[config.mk]
export PLATFORM = sky130hd
export DESIGN_NAME = cprb_fifo
export DESIGN_NICKNAME = d
export VERILOG_FILES = /design/src/rtl/cprb_fifo.sv
export SDC_FILE = /design/constraint.sdc
export NUM_CORES = 1
export LEC_CHECK = 0
export ABC_AREA = 1
export ABC_CLOCK_PERIOD_IN_PS = 1500
export BUFFER_PORTS_ARGS = -buffer_cell sky130_fd_sc_hd__buf_2
export CORE_AREA = 2 2 39 41
export DETAILED_ROUTE_END_ITERATION = 7
export DIE_AREA = 0 0 41 43
export SLEW_MARGIN = 20
export SYNTH_ARGS = -nofsm -noshare
export SYNTH_HDL_FRONTEND = slang
export SYNTH_SLANG_ARGS = --single-unit
[constraint.sdc]
create_clock -name clk_i -period 1.5 [get_ports clk_i]
set_input_delay 0.3 -clock clk_i [delete_from_list [all_inputs] [get_ports clk_i]]
set_output_delay 0.3 -clock clk_i [all_outputs]
set_load 0.02 [all_outputs]
[src/rtl/cprb_fifo.sv]
// Small register queue used between the front, the back and the result port.
`timescale 1ns / 1ps

module cprb_fifo #(
  parameter type T     = logic,
  parameter int  DEPTH = 2
) (
  input  logic                       clk_i,
  input  logic                       rst_ni,
  input  logic                       push_i,
  input  T                           data_i,
  output logic                       full_o,
  input  logic                       pop_i,
  output T                           data_o,
  output logic                       empty_o,
  output logic [$clog2(DEPTH+1)-1:0] count_o
);

  localparam int IW = (DEPTH > 1) ? $clog2(DEPTH) : 1;
  localparam int CW = $clog2(DEPTH + 1);
  localparam logic [IW-1:0] LAST_IDX = IW'(DEPTH - 1);
  localparam logic [CW-1:0] FULL_CNT = CW'(DEPTH);

  T                mem_q [DEPTH];
  logic [IW-1:0]   wr_q, wr_d, rd_q, rd_d;
  logic [CW-1:0]   cnt_q, cnt_d;
  logic            do_push, do_pop;

  assign full_o  = (cnt_q == FULL_CNT);
  assign empty_o = (cnt_q == '0);
  assign count_o = cnt_q;
  assign data_o  = mem_q[rd_q];

  assign do_push = push_i && !full_o;
  assign do_pop  = pop_i && !empty_o;

  always_comb begin
    wr_d  = wr_q;
    rd_d  = rd_q;
    cnt_d = cnt_q;
    if (do_push) begin
      wr_d = (wr_q == LAST_IDX) ? '0 : wr_q + 1'b1;
    end
    if (do_pop) begin
      rd_d = (rd_q == LAST_IDX) ? '0 : rd_q + 1'b1;
    end
    if (do_push && !do_pop) begin
      cnt_d = cnt_q + 1'b1;
    end else if (do_pop && !do_push) begin
      cnt_d = cnt_q - 1'b1;
    end
  end

  always_ff @(posedge clk_i or negedge rst_ni) begin
    if (!rst_ni) begin
      wr_q  <= '0;
      rd_q  <= '0;
      cnt_q <= '0;
    end else begin
      wr_q  <= wr_d;
      rd_q  <= rd_d;
      cnt_q <= cnt_d;
    end
  end

  always_ff @(posedge clk_i) begin
    if (do_push) begin
      mem_q[wr_q] <= data_i;
    end
  end

endmodule

; ---- Yosys cells after proc, flatten, opt, wreduce, memory -nomap -nowiden
; Memories as Yosys holds them, arrays and structs flattened.
; Cells that the tools add are included.
[classes]
add_sub_neg = 4
mul = 0
div = 0
magnitude_cmp = 0
eq_ne = 1
shifts = 0
n_mux = 6
bitwise_logic = 0
reduce_logical = 10
[op_table]
columns = cell, n
row1 = $logic_and 1x1->1, 4
row2 = $logic_not 1->1, 4
row3 = $mux 1, 4
row4 = $mux 2, 2
row5 = $add 1x1->1 const B, 2
row6 = $add 2x1->2 const B, 1
row7 = $eq 2x2->1 const B, 1
row8 = $logic_not 2->1, 1
row9 = $reduce_bool 2->1, 1
row10 = $sub 2x1->2 const B, 1
[word_totals]
reg_bits = 4
latchBits = 0
mem_bits_rw = 2
mem_bits_ro = 0
wordCells = 25
n_memories = 1
[memory_table]
columns = memory, words, word_bits, read_ports, rd_clocked_by_memory_dff, wr, line
row1 = mem_q, 2, 1, 1, 0, 1, 24  ; T mem_q [DEPTH];

; ---- Longest topological paths before layout
[logic_depth]
ltp_word = 7
mapped_depth = 9

; ---- Worst setup path before layout
; Ideal clock, no wire load.
[synth_timing]
path_type = reg-to-reg
startpoint = reg cnt_q[1] (netlist: count_o[1])
endpoint = reg cnt_q[1] (netlist: count_o[1])
arrival_ns = 1.417
path_slack_ns = -0.034
stages_incl_launch_ff = 9
period_less_slack_ns = 1.534
cell_sequence = dfrtp_1 inv_1 nor2_2 nor2_2 ha_1 inv_1 nand3_1 nand2_1 nand2_1
[synth_via]
elab_chain_len = 6
elab_cells_between_ends = 15
[synth_rtl]
columns = element, line
row1 = from (decl), 26  ; logic [CW-1:0] cnt_q, cnt_d;
row2 = from (signal assigned), 62  ; cnt_q <= cnt_d;
row3 = $eq 2x2->1 *, 29  ; assign full_o = (cnt_q == FULL_CNT);
row4 = net full_o, 12  ; output logic full_o,
row5 = $logic_not 1->1 *, 34  ; assign do_push = push_i && !full_o;
row6 = $logic_and 1x1->1 *, 34
row7 = $logic_not 1->1, 49  ; end else if (do_pop && !do_push) begin
row8 = $logic_and 1x1->1, 49
row9 = $reduce_bool 2->1 (no source line), n/a
; The timed path passes the listed nets; every way through them passes the cells marked *. The select of a mux whose other input is x is not followed.
; A chain may end at the register's enable or synchronous reset.

; ---- Worst setup path after layout
[layout_timing]
startpoint = reg cnt_q[0] (netlist: count_o[0])
endpoint = reg cnt_q[1] (netlist: count_o[1])
[layout_via]
elab_chain_len = 6
elab_cells_between_ends = 15
[layout_rtl]
columns = element, line
row1 = $eq 2x2->1 / $logic_not 2->1 (equally long branches), "29, 30"
row2 = "$logic_not 1->1, on equally long branches", "34, 35"
row3 = "$logic_and 1x1->1, on equally long branches", "34, 35"
row4 = "$logic_not 1->1, on equally long branches", "49, 47"
row5 = "$logic_and 1x1->1, on equally long branches", "49, 47"
row6 = $reduce_bool 2->1 (no source line) / $mux 2 (equally long branches), n/a
; Parallel ways exist; a longest one is shown, timed or not. The select of a mux whose other input is x is not followed.

==> flow_metrics.env <==
export IMPL_status="completed"
export IMPL_yosysSeqAreaShare_pct=52.46
export IMPL_fin_area_sq_um=415.4
export IMPL_core_area_sq_um=1384
export IMPL_numCtsBuffers=3
export IMPL_yosys_warnings=0
export IMPL_hold_viol=0
export IMPL_clock_skew_ns=0.003689
export IMPL_num_rows=14
export IMPL_crit_chain="o21ai_0 -> ha_1 -> inv_1 -> nand3_1 -> nand2_1 -> nand2_1"
export IMPL_drt_first_pass_iters=3
export IMPL_path_max_fanout=6
export IMPL_grt_usage_pct=7.887
export IMPL_cp_slowest_cell="dfrtp_1"
export IMPL_place_area_sq_um=382.9
export IMPL_layout_nets=59
export IMPL_synthSimpleGateAreaFrac_pct=27.46
export IMPL_clk_pin_slew_ns=0.05
export IMPL_htree_levels=1
export IMPL_cap_viol_max_count=0
export IMPL_tritoncts="done"
export IMPL_port_buffers=9
export IMPL_drtIter0Drc=6
export IMPL_final_common_cell="nand2_1"
export IMPL_gp_congestion=0.7295
export IMPL_clk_latency_ns=0.24
export IMPL_syn_to_final_growth_pct=36.07
export IMPL_critPathLaunchType="flop"
export IMPL_finalSetupTns_ns=0
export IMPL_grt_setup_unrepaired="false"
export IMPL_route_detailed_drc=0
export IMPL_setup_violations=0
export IMPL_post_cts_buffers=0
export IMPL_start_util_pct=22.06
export IMPL_grt_pass1_wl_um=834
export IMPL_slew_viol_final=0
export IMPL_drive_above_1_share_pct=29.41
export IMPL_synth_compound_area_share_pct=3.279
export IMPL_max_slew_worst_pin_slew_ns=0.2424
export IMPL_syn_inst=37
export IMPL_cts_sink_count=6
export IMPL_wire_per_inst_um=7.761
export IMPL_die_area_sq_um=1763
export IMPL_required_ns=1.63
export IMPL_yosys_area_share_adder_pct=4.098
export IMPL_synth_xor_area_share_pct=2.869
export IMPL_die_w_um=41
export IMPL_antenna_left=0
export IMPL_synth_top_family_by_area="simple AND/OR/NAND/NOR gates"
export IMPL_overflow=0
export IMPL_grt_pass1_vias=239
export IMPL_final_cell_mix="nand2_1, buf_2, inv_1"
export IMPL_ios=10
export IMPL_post_cts_resized=0
export IMPL_cpMostUsedCell="nand2_1"
export IMPL_ys_ff_latch=6
export IMPL_worst_setup_path_end_kind="flop"
export IMPL_yosys_area_top_type_share_pct=32.79
export IMPL_cts_root_buf="clkbuf_4"
export IMPL_clockBufferDepth=2
export IMPL_fillers=147
export IMPL_crit_type="reg2reg"
export IMPL_max_stage_delay_ns=0.45
export IMPL_peakVddDrop_v=0.0005857
export IMPL_synth_area_leaders="dfrtp_1, edfxtp_1, nand2_1"
export IMPL_wl_um=520
export IMPL_leakagePower_uw=0.0002289
export IMPL_synthesis_area_sq_um=305.3
export IMPL_grt_max_degree=7
export IMPL_powerDensity_nw_per_um2=2152
export IMPL_synth_cell_types=12
export IMPL_timing_final_crit_share_pct=89.76
export IMPL_antennaDiodeCount=0
export IMPL_antenna_found_initial=0
export IMPL_crit_family="flip-flops"
export IMPL_viasPerCell=3.955
export IMPL_dieHeight_um=43
export IMPL_synth_avg_cell_area_sq_um=8.251
export IMPL_syn_nets=43
export IMPL_dr_total_vias=265
export IMPL_relSlewSlack_pct=83.67
export IMPL_layout_min_cycle_time_ns=1.346
export IMPL_hp_class="in2reg"
export IMPL_synth_largest_area_cell="dfrtp_1"
export IMPL_clock_fmax_mhz=742.7
export IMPL_arrival_ns=1.48
export IMPL_critPathBufInv=1
export IMPL_hold_ws_ns=0.2548
export IMPL_synth_area_mux_share_pct=0
-- per-stage QoR --
step	power [uW]	setup WS, ns	std cells	utilization (%)
3_3_place_gp	750.7	0.1719	63	27.67
2_1_floorplan	618.3	0.02805	37	-
3_5_place_dp	755.1	0.1444	63	27.67
5_1_grt	990.9	0.02006	67	30.02
4_1_cts	912.7	0.1334	67	30.02
6_report	894.0	0.1535	67	30.02
-- cell type report --
class	count	area [sq um]	area share [%]
clock buffer	3	22.52	5.422
sequential	6	160.2	38.55
multi-input combinational	23	120.1	28.92
inverter	8	30.03	7.229
timing repair buffer	11	62.56	15.06
tap	16	20.02	4.819
-- power breakdown --
part	switching (uW)	total [uW]	internal, uW
registers	66.0	308	242
logic	266	441	175
clock network	54.3	145	90.2
total	386	894	508
-- cells by family after synthesis --
| family | after synthesis |
|---|---|
| flops | 6 |
| compound gates | 2 |
| simple gates | 19 |
| fa+ha+maj | 1 |
| buf+inv | 8 |
| xor+xnor | 1 |
-- what timing repair did --
action	4_1_cts	5_1_grt
setup endpoints to repair	0	0
hold endpoints to repair	4	0
hold buffers	1	0
-- routing by layer --
metal  vias up  share of wire (%)  wire, um  track usage [%]
met5         -                  0         0                0
met4         0                  0         0            4.000
met3         0                 11        58            7.853
met2         8                 43       222            11.25
met1       110                 46       239            6.908
li1        147                  -         -                -
-- final timing paths --
kind | start | endpoint | slack, ns | depth (start not counted)
setup reg to reg | count_o[0]$_DFFE_PN0P_ | count_o[1]$_DFFE_PN0P_ | 0.15 | 6
setup / recovery | count_o[0]$_DFFE_PN0P_ | count_o[1]$_DFFE_PN0P_ | 0.15 | 6
min in group asynchronous | rst_ni | rd_q$_DFFE_PN0P_ | 0.39 | 2
hold / removal | data_i | mem_q[1]$_DFFE_PP_ | 0.25 | 1
max in group asynchronous | rst_ni | count_o[0]$_DFFE_PN0P_ | 0.99 | 2
hold reg to reg | wr_q$_DFFE_PN0N_ | wr_q$_DFFE_PN0N_ | 0.48 | 2
-- sequential cells by signal, summed over array words and instances (netlist names) --
| name | flops |
|---|---|
| wr_q | 1 |
| mem_q | 2 |
| count_o | 2 |
| rd_q | 1 |
-- synth_stat cells --
| cell | count |
|---|---|
| dfrtp_1 | 4 |
| edfxtp_1 | 2 |
| ha_1 | 1 |
| inv_1 | 8 |
| nand2_1 | 12 |
| nand3_1 | 1 |
| nand3b_1 | 1 |
| nand4_1 | 1 |
| nor2_1 | 2 |
| nor2_2 | 2 |
| o21ai_0 | 2 |
| xnor2_1 | 1 |
(Power assumes the default switching activity.)
