### src/rtl/cprb_pkg.sv
// Shared codes, constants and command/result types of the chunked playback ring buffer.
`timescale 1ns / 1ps

package cprb_pkg;

  localparam int REQ_W    = 2;
  localparam int DATA_W   = 8;
  localparam int SIZE_W   = 11;
  localparam int STATUS_W = 3;
  localparam int FREE_W   = 10;

  // Request types.
  localparam logic [REQ_W-1:0] REQ_CHECK = 2'd0;
  localparam logic [REQ_W-1:0] REQ_WRITE = 2'd1;
  localparam logic [REQ_W-1:0] REQ_READ  = 2'd2;

  // Result status codes.
  localparam logic [STATUS_W-1:0] ST_OK        = 3'd0;
  localparam logic [STATUS_W-1:0] ST_NOT_POW2  = 3'd1;
  localparam logic [STATUS_W-1:0] ST_TOO_LARGE = 3'd2;
  localparam logic [STATUS_W-1:0] ST_NO_SPACE  = 3'd3;
  localparam logic [STATUS_W-1:0] ST_OVERFLOW  = 3'd4;
  localparam logic [STATUS_W-1:0] ST_RUN_DRY   = 3'd5;

  // Queue depths between the parts of the block.
  localparam int CMD_DEPTH = 2;
  localparam int OUT_DEPTH = 4;
  localparam int OUT_CNT_W = $clog2(OUT_DEPTH + 1);

  typedef enum logic [1:0] {
    CMD_RESULT,
    CMD_WRITE,
    CMD_CHUNK
  } cmd_kind_e;

  typedef struct packed {
    cmd_kind_e           kind;
    logic [STATUS_W-1:0] status;
    logic [FREE_W-1:0]   free_space;
    logic [DATA_W-1:0]   data;
  } cmd_t;

  typedef struct packed {
    logic [STATUS_W-1:0] status;
    logic [DATA_W-1:0]   out_byte;
    logic [FREE_W-1:0]   free_space;
    logic                last;
  } res_t;

endpackage

### src/rtl/cprb_front.sv
// Front part: accepts requests, tracks both pointers and classifies each request.
`timescale 1ns / 1ps

module cprb_front #(
  parameter int BUF_BYTES   = 1024,
  parameter int CHUNK_BYTES = 64
) (
  input  logic                            clk_i,
  input  logic                            rst_ni,
  input  logic                            push_i,
  input  logic [cprb_pkg::REQ_W-1:0]      req_type_i,
  input  logic [cprb_pkg::DATA_W-1:0]     data_byte_i,
  input  logic [cprb_pkg::SIZE_W-1:0]     block_size_i,
  input  logic                            cmd_full_i,
  output logic                            cmd_push_o,
  output cprb_pkg::cmd_t                  cmd_o
);

  import cprb_pkg::*;

  localparam int AW    = $clog2(BUF_BYTES);
  localparam int SW    = AW + 1;
  localparam int CMP_W = (SW > SIZE_W) ? SW : SIZE_W;

  localparam logic [SW-1:0]    BUF_SUM   = SW'(BUF_BYTES);
  localparam logic [SW-1:0]    CHUNK_SUM = SW'(CHUNK_BYTES);
  localparam logic [AW-1:0]    LAST_ADDR = AW'(BUF_BYTES - 1);
  localparam logic [AW-1:0]    RP_RESET  = AW'(CHUNK_BYTES % BUF_BYTES);
  localparam logic [CMP_W-1:0] BUF_CMP   = CMP_W'(BUF_BYTES);

  logic [AW-1:0]     wp_q, wp_d, rp_q, rp_d;
  logic [SW-1:0]     free_full, rp_sum;
  logic [AW-1:0]     rp_next;
  logic [SIZE_W-1:0] size_m1;
  logic [FREE_W-1:0] free_sp;
  logic              accept, dry, cmd_valid;

  assign accept = push_i && !cmd_full_i;

  always_comb begin
    if (wp_q > rp_q) begin
      free_full = {1'b0, rp_q} + BUF_SUM - {1'b0, wp_q};
    end else if (wp_q < rp_q) begin
      free_full = {1'b0, rp_q} - {1'b0, wp_q};
    end else begin
      free_full = '0;
    end
  end

  assign free_sp = FREE_W'(free_full);
  assign size_m1 = block_size_i - 1'b1;
  assign rp_sum  = {1'b0, rp_q} + CHUNK_SUM;
  assign rp_next = (rp_sum >= BUF_SUM) ? '0 : rp_sum[AW-1:0];
  assign dry     = (rp_next == wp_q);

  always_comb begin
    cmd_valid        = 1'b0;
    cmd_o.kind       = CMD_RESULT;
    cmd_o.status     = ST_OK;
    cmd_o.free_space = free_sp;
    cmd_o.data       = data_byte_i;
    wp_d             = wp_q;
    rp_d             = rp_q;
    case (req_type_i)
      REQ_CHECK: begin
        cmd_valid = 1'b1;
        if ((block_size_i & size_m1) != '0) begin
          cmd_o.status = ST_NOT_POW2;
        end else if (CMP_W'(block_size_i) >= BUF_CMP) begin
          cmd_o.status = ST_TOO_LARGE;
        end else if (CMP_W'(free_full) >= CMP_W'(block_size_i)) begin
          cmd_o.status = ST_OK;
        end else begin
          cmd_o.status = ST_NO_SPACE;
        end
      end
      REQ_WRITE: begin
        cmd_valid = 1'b1;
        if (free_full == '0) begin
          cmd_o.status = ST_OVERFLOW;
        end else begin
          cmd_o.kind = CMD_WRITE;
          wp_d       = (wp_q == LAST_ADDR) ? '0 : wp_q + 1'b1;
        end
      end
      REQ_READ: begin
        cmd_valid  = 1'b1;
        cmd_o.kind = CMD_CHUNK;
        if (dry) begin
          cmd_o.status = ST_RUN_DRY;
        end else begin
          rp_d = rp_next;
        end
      end
      default: begin
        cmd_valid = 1'b0;
      end
    endcase
  end

  assign cmd_push_o = accept && cmd_valid;

  always_ff @(posedge clk_i or negedge rst_ni) begin
    if (!rst_ni) begin
      wp_q <= '0;
      rp_q <= RP_RESET;
    end else if (accept) begin
      wp_q <= wp_d;
      rp_q <= rp_d;
    end
  end

endmodule

### config.mk
export PLATFORM = sky130hd
export DESIGN_NAME = cprb_front
export DESIGN_NICKNAME = d
export VERILOG_FILES = /design/src/rtl/cprb_pkg.sv /design/src/rtl/cprb_front.sv
export SDC_FILE = /design/constraint.sdc
export NUM_CORES = 1
export LEC_CHECK = 0
export ABC_AREA = 0
export ABC_CLOCK_PERIOD_IN_PS = 5800
export BUFFER_PORTS_ARGS = -buffer_cell sky130_fd_sc_hd__buf_2
export CAP_MARGIN = 10
export CORE_UTILIZATION = 49
export DETAILED_ROUTE_END_ITERATION = 7
export GPL_TIMING_DRIVEN = 0
export PLACE_DENSITY = 0.72
export SYNTH_ARGS = -nofsm -noshare
export SYNTH_HDL_FRONTEND = slang
export SYNTH_SLANG_ARGS = --single-unit
### constraint.sdc
create_clock -name clk_i -period 5.8 [get_ports clk_i]
set_input_delay 1.16 -clock clk_i [delete_from_list [all_inputs] [get_ports clk_i]]
set_output_delay 1.16 -clock clk_i [all_outputs]
set_load 0.01 [all_outputs]
# After elaboration in Yosys (flattened, before gate mapping)
# Index checks and enable logic that the tools add are counted.
[totals] reg_bits=20 input_bits=25 out_inout_bits=24
[op_classes] add_sub_neg=6 magnitude_cmp=5 n_eq_ne=4 n_mux=13 bitwise=3 reduce_logical=9
[ops] op="$ge 11x11->1 const B" count=2
[ops] op="$mux 11" count=2
[ops] op="$mux 10" count=2
[ops] op="$mux 3" count=4
[ops] op="$add 10x11->11 const B" count=1
[ops] op="$add 10x7->11 const B" count=1
[ops] op="$and 11x11->11" count=1
[ops] op="$ge 11x11->1" count=1
[ops] op="$logic_not 11->1" count=1
[ops] op="$reduce_bool 11->1" count=1
[ops] op="$sub 10x10->11" count=1
[ops] op="$sub 11x1->11 const B" count=1
[ops] op="$sub 11x10->11" count=1
[ops] op="$add 10x1->10 const B" count=1
[ops] op="$eq 10x10->1" count=1
[ops] op="$eq 10x10->1 const B" count=1
[ops] op="$gt 10x10->1" count=1
[ops] op="$lt 10x10->1" count=1
[ops] op="$pmux 3 s3" count=1
[ops] op="$reduce_and 3->1" count=2
[ops] op="$pmux 2 s2" count=1
[ops] op="$reduce_or 3->1" count=1
[ops] op="$eq 2x1->1 const B" count=1
[ops] op="$eq 2x2->1 const B" count=1
[ops] op="6 further kinds" count=9

# Depth between registers and ports, before layout
[depth] ltp_word=8 depth_mapped=18 depth_no_buf=17

# Worst setup path before layout
# Ideal clock, no wire load.
[synth_timing] path_type="register to output" from="register wp_q[2]" to="output cmd_o[18] (netlist name)" t_arrival_ns=3.757 required_time_ns=4.640 setup_slack_ns=0.883 path_stages_with_launch=19 path_cell_list="dfrtp_1 -> clkbuf_1 -> inv_1 -> ha_1 -> o21ai_1 -> a21oi_2 -> a211oi_4 -> nor2_1 -> o41a_1 -> clkbuf_1 -> nor2b_1 -> ha_1 -> a21o_1 -> a21oi_1 -> o22ai_1 -> o21ai_0 -> a31oi_1 -> o21ba_2 -> o21ai_1"
[synth_rtl] item="start: declaration" line_no="cprb_front.sv:31" source="logic [AW-1:0] wp_q, wp_d, rp_q, rp_d;"
[synth_rtl] item="start signal: assignment" line_no="cprb_front.sv:108" source="wp_q <= wp_d;"
[synth_rtl] item="end: declaration" line_no="cprb_front.sv:16" source="output cprb_pkg::cmd_t cmd_o"

==> metrics.cfg <==
[worst_setup_path]
cp-start-kind=flip-flop
critPathArrivalTime_ns=4.24
crit_chain=inv_1 > ha_1 > a211oi_1 > nor2_1 > a211oi_4 > nor2_1 > o41a_1 > clkbuf_1 > nor2b_1 > ha_1 > a21o_1 > a21oi_1 > o22ai_1 > o21ai_0 > a31oi_1 > o21ba_2 > o21ai_1 > buf_2
crit_type=flip-flop to output pin
critPathBufInv=3
cpPeakStageDelay_ns=0.48
crit_family=compound AO/OA/AOI/OAI gates
required_ns=4.64
end_kind=output pin
critPathSlowestCell=dfrtp_1
cp_max_fo=10

[global_route]
grt_pass1_vias=2046
grt_pass1_wl_um=9070
grt_max_degree=21
grt-ovfl-total=0
grt_antenna_before_repair=0
grt_usage_pct=22.1

[layout]
fin_util_pct=58.8
final_cell_mix=41 x buf_2, 30 x nor2_1, 29 x inv_1, 29 x ha_1, 28 x nand2_1
syn2layout_area_growth_pct=14.5
multi_input_area_um2=1740
nFillCells=478
ff_latch_area_um2=503
drive_gt1_share_pct=19.7
final_cell_count_no_fill=413
final_common_cell=buf_2
nNetsFinal=402
diodes=0

[clock_network]
clkTransAtPathRegs_ns=0.08
clkLatencyLatePin_ns=0.27
cts_setup_buffers=0
cts_resized=0
cts_hold_buf=0
cts.sinks=20
root_buffer=clkbuf_8
numCtsBuffers=3
cts.path.max_buffers=2
cts_tree=yes
ctsHtreeMaxLevel=1

[route]
drt-vias-per-instance=5.40
top_layer_used=met4
wl_met2_um=2710
first_pass_iters=4
wire_per_inst_um=13.6
antenna_left=0
drc=0
drt_iter0_drc=82
routed_wirelength_um=5600
vias=2229
route.met3.wl_um=176
wl_met1_um=2650

[timing]
max_slew_margin_pct=57.1
rsz0062_at_grt=false
finalCritPeriodShare_pct=93.0
fmax_ghz=0.185
setup_viol=0
tns_ns=0
maxSlewViolCount=0
tightest_slew_ns=0.638
hold_slack_ns=0.521
skew_ns=0.00899
hold_viol_final=0
fin_crit_ns=5.40

[power_and_ir_drop]
leakagePower_nw=1.26
power.density_nw_per_um2=405
peakVddDrop_v=0.000285

[yosys]
syn_avg_cell_area_um2=8.06
synth_area_um2=2440
yosysWarningCount=0
synth_edf_count=0
synthesis.nets=358
ys_ff_latch=20
yosysSeqAreaShare_pct=20.6
ys_async_sr_fraction_pct=100
synth_cells=303
synth-main-ff-cell=dfrtp_1
ys_types=58

[hold_path]
hold_class=flip-flop to flip-flop

[floorplan]
pin_count=49
coreArea_um2=4750
rows=25
die-area_um2=5270
die_w_um=72.6
initial_core_util_pct=51.3
die_h_um=72.6

[placement]
gp_congestion=0.891
dpl.hpwl_um=4640
portBuffers=40
dp_cells=410

[flow_run]
max-cap-violations=0

[status]
status=finished, final reports clean

Yosys cell counts (4+ instances only):
| library cell | n | share of area [%] |
|---|---|---|
| nor2_1 | 30 | 4.6 |
| ha_1 | 29 | 15 |
| inv_1 | 29 | 4.5 |
| nand2_1 | 28 | 4.3 |
| dfrtp_1 | 19 | 19 |
| a21oi_1 | 15 | 3.1 |
| xnor2_1 | 14 | 5.0 |
| nor2b_1 | 11 | 2.8 |
| nand2b_1 | 9 | 2.3 |
| buf_4 | 8 | 2.5 |
| nand3_1 | 8 | 1.6 |
| o21ai_0 | 8 | 1.6 |
| nor3_1 | 7 | 1.4 |
| nor4_1 | 7 | 1.8 |
| clkbuf_1 | 6 | 0.92 |
| a31oi_1 | 4 | 1.0 |
| and3_1 | 4 | 1.0 |
| o21ai_1 | 4 | 0.82 |
| xor2_1 | 4 | 1.4 |
final timing paths:
path	end	slack [ns]	startpoint	cells after the start
worst max-delay path	cmd_o[18]	0.40	wp_q[4]$_DFFE_PN0P_	18
worst min-delay path	wp_q[8]$_DFFE_PN0P_	0.52	wp_q[8]$_DFFE_PN0P_	1
worst max register to register	wp_q[0]$_DFFE_PN0P_	2.45	wp_q[0]$_DFFE_PN0P_	11
worst min register to register	wp_q[8]$_DFFE_PN0P_	0.52	wp_q[8]$_DFFE_PN0P_	1
max in group asynchronous	wp_q[2]$_DFFE_PN0P_	4.62	rst_ni	1
min in group asynchronous	rp_q[9]$_DFFE_PN0P_	0.83	rst_ni	1
cell type report:
| cell class | instances | area share (%) |
|---|---|---|
| Multi-Input combinational cell | 239 | 62.4 |
| Inverter | 29 | 3.90 |
| Buffer | 14 | 3.00 |
| Sequential cell | 20 | 18.0 |
| Timing Repair Buffer | 40 | 7.17 |
| Clock inverter | 1 | 1.07 |
| Clock buffer | 3 | 1.48 |
| Tap cell | 67 | 3.00 |
metal layers:
metal	global-route usage, %	vias to the layer above
met5	0	-
met1	29.4	1036
met2	38.0	37
met3	2.35	7
li1	-	1149
met4	6.32	0
power breakdown:
part | switching, mW | internal [mW]
logic | 0.433 | 0.335
clock network | 0.0486 | 0.0922
registers | 0.0547 | 0.168
total | 0.537 | 0.596
through the flow:
| step | area (um2) | total power, mW | setup slack, ns |
|---|---|---|---|
| after global routing | 2790 | 1.24 | 0.115 |
| after global placement | 2730 | 0.973 | 0.425 |
| after CTS | 2800 | 1.14 | 0.111 |
| final | 2790 | 1.13 | 0.404 |
| after detailed placement | 2730 | 0.994 | 0.414 |
| after floorplan | 2440 | 0.798 | 0.883 |
kinds of logic (layout without fill, tap and decap cells):
logic type	count (synthesis)	in the layout	share of synthesized area [%]
XOR/XNOR	18	18	6.46
AND/OR/NAND/NOR	126	126	29.2
adder cells (fa/ha/maj)	33	33	16.9
buffers and inverters	44	87	8.05
AO/OA/AOI/OAI	57	57	16.5
flip-flops	20	20	20.6
multiplexers	5	5	2.31
registers in the layout, summed over array words and instances, names as in the netlist:
register  cells
rp_q         10
wp_q         10
No activity file was read; power rests on OpenSTA's default activity.
